File: src/hw/rtl/causal_complex_fir_filter_unit_defines.svh
// Assertion macros for the filter RTL.
`ifndef CAUSAL_COMPLEX_FIR_FILTER_UNIT_DEFINES_SVH
`define CAUSAL_COMPLEX_FIR_FILTER_UNIT_DEFINES_SVH

`ifndef SYNTHESIS
// Checked at every rising edge outside reset.
`define CFIR_ASSERT(lbl, clk, rst_n, prop, msg) \
    lbl: assert property (@(posedge clk) disable iff (!rst_n) (prop)) else $error(msg);
// Checked at every rising edge, reset included.
`define CFIR_ASSERT_ALWAYS(lbl, clk, prop, msg) \
    lbl: assert property (@(posedge clk) (prop)) else $error(msg);
`else
`define CFIR_ASSERT(lbl, clk, rst_n, prop, msg)
`define CFIR_ASSERT_ALWAYS(lbl, clk, prop, msg)
`endif

`endif

File: src/hw/rtl/cfir_pkg.sv
package cfir_pkg;

    localparam int MAX_TAPS_DEFAULT    = 64;
    localparam int SAMPLE_BITS_DEFAULT = 16;

    // Fixed field widths of the item format.
    localparam int TAP_BITS      = 6;
    localparam int TAPS_CNT_BITS = 7;
    localparam int CFG_IDX_BITS  = 2;
    localparam int CFG_DATA_BITS = 7;
    localparam int ACC_BITS      = 64;

    // Configuration register indexes.
    localparam logic [CFG_IDX_BITS-1:0] CFG_TAPS_IN_USE  = 2'd0;
    localparam logic [CFG_IDX_BITS-1:0] CFG_COMPLEX_MODE = 2'd1;

    // Command codes carried in tuser bit 0.
    localparam logic CMD_SAMPLE   = 1'b0;
    localparam logic CMD_LOAD_TAP = 1'b1;

    localparam logic signed [ACC_BITS-1:0] ACC_MAX = {1'b0, {(ACC_BITS-1){1'b1}}};
    localparam logic signed [ACC_BITS-1:0] ACC_MIN = {1'b1, {(ACC_BITS-1){1'b0}}};

    // Partial sums handed from one cell to the next.
    typedef struct packed {
        logic                       valid;
        logic signed [ACC_BITS-1:0] acc_r;
        logic signed [ACC_BITS-1:0] acc_i;
    } wave_t;

    // Controls broadcast to every cell.
    typedef struct packed {
        logic shift;
        logic clear;
        logic load;
        logic cplx;
    } cell_ctrl_t;

    // Status of the rounding and output stage.
    typedef struct packed {
        logic moved;
        logic pend_valid;
    } rnd_status_t;

    // Add that clips at the accumulator limits instead of wrapping.
    function automatic logic signed [ACC_BITS-1:0] sat_add(
        input logic signed [ACC_BITS-1:0] a,
        input logic signed [ACC_BITS-1:0] b
    );
        logic signed [ACC_BITS-1:0] s;
        s = a + b;
        if ((a[ACC_BITS-1] == b[ACC_BITS-1]) && (s[ACC_BITS-1] != a[ACC_BITS-1]))
        begin
            s = a[ACC_BITS-1] ? ACC_MIN : ACC_MAX;
        end
        return s;
    endfunction

endpackage

File: src/hw/rtl/cfir_cell.sv
module cfir_cell #(
    parameter int SAMPLE_BITS = cfir_pkg::SAMPLE_BITS_DEFAULT,
    parameter int INDEX       = 0
) (
    input  logic                                 clk,
    input  logic                                 rst_n,
    input  cfir_pkg::cell_ctrl_t                 ctrl,
    input  logic [cfir_pkg::TAPS_CNT_BITS-1:0]   taps,
    input  logic [cfir_pkg::TAP_BITS-1:0]        tap_index,
    input  logic signed [SAMPLE_BITS-1:0]        din_re,
    input  logic signed [SAMPLE_BITS-1:0]        din_im,
    input  logic signed [SAMPLE_BITS-1:0]        coef_in_re,
    input  logic signed [SAMPLE_BITS-1:0]        coef_in_im,
    output logic signed [SAMPLE_BITS-1:0]        hist_re,
    output logic signed [SAMPLE_BITS-1:0]        hist_im,
    input  cfir_pkg::wave_t                      wave_in,
    output cfir_pkg::wave_t                      wave_out
);

    localparam int PB = 2 * SAMPLE_BITS;

    logic signed [SAMPLE_BITS-1:0]        hist_re_reg, hist_im_reg;
    logic signed [SAMPLE_BITS-1:0]        coef_re_reg, coef_im_reg;
    logic signed [PB-1:0]                 p_rr_reg, p_ii_reg, p_ri_reg, p_ir_reg;
    logic                                 valid_reg;
    logic signed [cfir_pkg::ACC_BITS-1:0] acc_r_reg, acc_i_reg;
    logic signed [cfir_pkg::ACC_BITS-1:0] acc_r_next, acc_i_next;
    logic                                 en;

    assign en = (int'(taps) > INDEX);

    always_ff @(posedge clk or negedge rst_n)
    begin
        if (!rst_n)
        begin
            hist_re_reg <= '0;
            hist_im_reg <= '0;
            coef_re_reg <= '0;
            coef_im_reg <= '0;
            valid_reg   <= 1'b0;
        end
        else
        begin
            if (ctrl.shift)
            begin
                // A vector start empties every older slot.
                if (ctrl.clear && (INDEX != 0))
                begin
                    hist_re_reg <= '0;
                    hist_im_reg <= '0;
                end
                else
                begin
                    hist_re_reg <= din_re;
                    hist_im_reg <= din_im;
                end
            end
            if (ctrl.load && (int'(tap_index) == INDEX))
            begin
                coef_re_reg <= coef_in_re;
                coef_im_reg <= coef_in_im;
            end
            valid_reg <= wave_in.valid;
        end
    end

    always_ff @(posedge clk)
    begin
        p_rr_reg  <= coef_re_reg * hist_re_reg;
        p_ii_reg  <= coef_im_reg * hist_im_reg;
        p_ri_reg  <= coef_re_reg * hist_im_reg;
        p_ir_reg  <= coef_im_reg * hist_re_reg;
        acc_r_reg <= acc_r_next;
        acc_i_reg <= acc_i_next;
    end

    always_comb
    begin
        acc_r_next = wave_in.acc_r;
        acc_i_next = wave_in.acc_i;
        if (en)
        begin
            acc_r_next = cfir_pkg::sat_add(acc_r_next, cfir_pkg::ACC_BITS'(p_rr_reg));
            if (ctrl.cplx)
            begin
                acc_r_next = cfir_pkg::sat_add(acc_r_next,
                                               -cfir_pkg::ACC_BITS'(p_ii_reg));
                acc_i_next = cfir_pkg::sat_add(acc_i_next, cfir_pkg::ACC_BITS'(p_ri_reg));
                acc_i_next = cfir_pkg::sat_add(acc_i_next, cfir_pkg::ACC_BITS'(p_ir_reg));
            end
        end
    end

    assign hist_re        = hist_re_reg;
    assign hist_im        = hist_im_reg;
    assign wave_out.valid = valid_reg;
    assign wave_out.acc_r = acc_r_reg;
    assign wave_out.acc_i = acc_i_reg;

endmodule

File: config.mk
export PLATFORM = sky130hd
export DESIGN_NAME = cfir_cell
export DESIGN_NICKNAME = d
export VERILOG_FILES = /design/src/hw/rtl/causal_complex_fir_filter_unit_defines.svh /design/src/hw/rtl/cfir_pkg.sv /design/src/hw/rtl/cfir_cell.sv
export SDC_FILE = /design/constraint.sdc
export NUM_CORES = 2
export LEC_CHECK = 0
export BUFFER_PORTS_ARGS = -buffer_cell sky130_fd_sc_hd__buf_2
export CORE_MARGIN = 4
export CORE_UTILIZATION = 55
export DETAILED_ROUTE_END_ITERATION = 8
export PLACE_DENSITY_LB_ADDON = 0.1
export REMOVE_ABC_BUFFERS = 1
export SYNTH_ARGS = -nofsm -noshare
export SYNTH_HDL_FRONTEND = slang
export SYNTH_SLANG_ARGS = --single-unit
File: constraint.sdc
create_clock -name clk -period 13.75 [get_ports clk]
set_input_delay 3.4375 -clock clk [delete_from_list [all_inputs] [get_ports clk]]
set_output_delay 3.4375 -clock clk [all_outputs]
set_load 0.05 [all_outputs]
==> flow_summary_export.csv <==
group,metric,value,unit
run_status,status,"completed",
detailed_routing,firstDrtPassIters,5,
yosys,netlist_area,0.06317,mm^2
hold_path,holdCritPathClass,"reg2reg",
worst_setup_path,max_stage_delay,0.98,ns
layout,fillers,10390,
detailed_routing,routed_wl,180400,um
die,die_width,346.9,um
die,dieArea,0.1203,mm^2
worst_setup_path,crit_top_cell,"o21ai_0",
yosys,synth.avg_cell_area,8.630,um^2
global_route,antenna_found_initial,8,
worst_setup_path,startpoint_type,"input port",
hold_path,min_from,"coef_im_reg[15]$_DFFE_PN0P_",
cts,clk-insertion-delay-late,0.64,ns
sta,skew,0.02880,ns
cts,cts.path.max_buffers,3,
detailed_routing,highest_layer,"met5",
yosys,yosys.area.top_type,"fa_1",
yosys,yosys_warnings,0,
sta,period_needed,12.84,ns
worst_setup_path,r2r_cells,33,
worst_setup_path,critPathKind,"in2reg",
yosys,synth_edf_count,0,
detailed_routing,drt_iter0_markers,3718,
worst_setup_path,critPathSlowestCell,"a2111oi_0",
worst_setup_path,cp_max_fo,12,
global_route,grt_max_degree,66,
cts,post_cts_resized,0,
cts,path_clk_slew,0.06,ns
cts,cts_hold_buf,0,
flow_run,max_cap_violations,0,
cts,post_cts_buffers,0,
worst_setup_path,critPathArrivalTime,13.40,ns
yosys,syn-instance-count,7320,
worst_setup_path,crit_path_end_kind,"register",
sta,setup_viol,0,
global_route,grtUsageTotal,30.15,%
layout,drive_gt1_share,9.152,%
layout,nets,9389,
die,fp.dieH,346.9,um
placement,hpwl,142800,um
sta,finalCritPeriodShare,93.36,%
die,pin_count,373,
detailed_routing,met3WireLength,13940,um
cts,cts_tree,"yes",
placement,place_congestion,0.9541,
cts,htreeDepth,2,
detailed_routing,via_per_inst,5.653,
sta,max_freq,77.90,MHz
detailed_routing,ant_nets,0,
sta,max_slew.worst_pin.slew,1.151,ns
global_route,grt_pass1_vias,52400,
cts,cts_buffers,45,
detailed_routing,met1_length,79540,um
sta,maxSlewViolCount,0,
die,core,0.1142,mm^2
yosys,synth-main-ff-cell,"dfxtp_1",
hold_path,min_to,"coef_im_reg[15]$_DFFE_PN0P_",
cts,cts.sinks,321,
layout,syn_to_final_growth,8.347,%
yosys,synth.distinct_cells,82,
sta,setup_tns,0,ns
worst_setup_path,required,14.32,ns
sta,max_slew_margin,21.31,%
hold_path,min_path_cells,1,
worst_setup_path,rr_startpoint,"p_rr_reg[2]$_DFF_P_",
die,initial_core_util,55.32,%
worst_setup_path,r2r-end,"acc_r_reg[56]$_DFF_P_",
worst_setup_path,critPathTopFamily,"compound AO/OA/AOI/OAI gates",
worst_setup_path,cp_num_buf_inv,1,
yosys,synthArstFlopShare,20.25,%
detailed_routing,vias,51440,
cts,cts-root-buf,"clkbuf_16",
yosys,ys_seq_elements,321,
yosys,synth_most_common_cell,"inv_1",
sta,grt_setup_unrepaired,"no",
yosys,synth_area_leaders,"fa_1, ha_1, dfxtp_1",
global_route,grt_pass1_wl,289300,um
yosys,seq_area_frac_synth,10.69,%
worst_setup_path,ff2ff_setup_slack,3.48,ns
sta,hold_viol,0,
die,row_count,124,
detailed_routing,drc_errors,0,
placement,io_buffers,371,
yosys,synth_top_area_share,33.37,%
detailed_routing,post_drt_wl_per_cell,19.83,um
yosys,synth_commonest_cells,"inv_1, fa_1, nand2_1, ha_1, a21oi_1",
detailed_routing,route.met2.wl,80600,um
global_route,grt.overflow.total,0,
worst_setup_path,cp_num_cells,34,
## layout by cell type, fill, tap and decap left out, types with 25 or more instances in the layout
master and n:
nand2b_1 96, a21oi_1 512, and3_1 28, nor2b_1 46, o21a_1 37, a21o_1 184, a211oi_1 31, xnor2_1 259
buf_2 371, mux2_2 63, buf_4 119, o21ai_0 189, nand3_1 74, dfxtp_1 256, o31ai_1 25, nand2_1 820
a31oi_1 40, and2_1 448, ha_1 577, fa_1 1053, o22ai_1 47, o21bai_1 77, nand4_1 47, nor2_1 320
inv_1 1232, xor2_1 136, nor3_1 55, clkbuf_16 47, dfrtp_1 65
## worst reg2reg max path: cells and delay by family (launching register included)
kind | cells | cell delay, ns
compound gates | 23 | 6.82
fa+ha+maj | 4 | 1.52
simple gates | 6 | 1.52
flops | 1 | 0.35
## layout make-up
class,instances,area (um^2),share of cell area (%)
Antenna cell,4,10.01,0.01462
Tap cell,1512,1892,2.764
Clock buffer,52,1195,1.746
Clock inverter,31,440.4,0.6435
Sequential cell,321,6751,9.865
Timing Repair Buffer,499,2930,4.281
Multi-Input combinational cell,5446,50590,73.92
Inverter,1234,4632,6.768
## layer usage
metal,vias to the layer above,global-route usage (%)
met5,-,0
met2,1791,47.46
met1,25530,43.22
met4,4,9.110
met3,290,4.679
li1,23820,-
## per-stage QoR
stage          hold slack (ns)  utilization, %  setup WS (ns)  area, um^2  std cells
5_1_grt                 0.5155           59.93         0.4837       68430       9095
4_1_cts                 0.5087           59.93          1.059       68430       9095
6_report                0.5080           59.94         0.9127       68440       9099
3_3_place_gp            0.4885           58.50         0.5682       66800       9012
3_5_place_dp            0.4951           58.50         0.4138       66800       9012
2_1_floorplan           0.5988               -         0.5738       61950       7001
## worst max path at each step
stage / start / to / slack, ns
after floorplan: wave_in[32] / acc_i_reg[49]$_DFF_P_ / 0.57
after global placement: wave_in[66] / acc_r_reg[56]$_DFF_P_ / 0.57
after detailed placement: wave_in[66] / acc_r_reg[56]$_DFF_P_ / 0.41
after CTS: wave_in[66] / acc_r_reg[56]$_DFF_P_ / 1.06
after global routing: wave_in[66] / acc_r_reg[56]$_DFF_P_ / 0.48
final: wave_in[66] / acc_r_reg[56]$_DFF_P_ / 0.91
## cells by family after synthesis
| group | share of synthesized area, % |
|---|---|
| AO/OA/AOI/OAI | 12.85 |
| XOR/XNOR | 5.477 |
| adder cells (fa/ha/maj) | 44.89 |
| flip-flops | 10.69 |
| buffers and inverters | 9.270 |
| AND/OR/NAND/NOR | 15.68 |
| multiplexers | 1.139 |
Power is not shown: default switching activity piles up to over one toggle a cycle in this logic, so the estimate is an artifact.
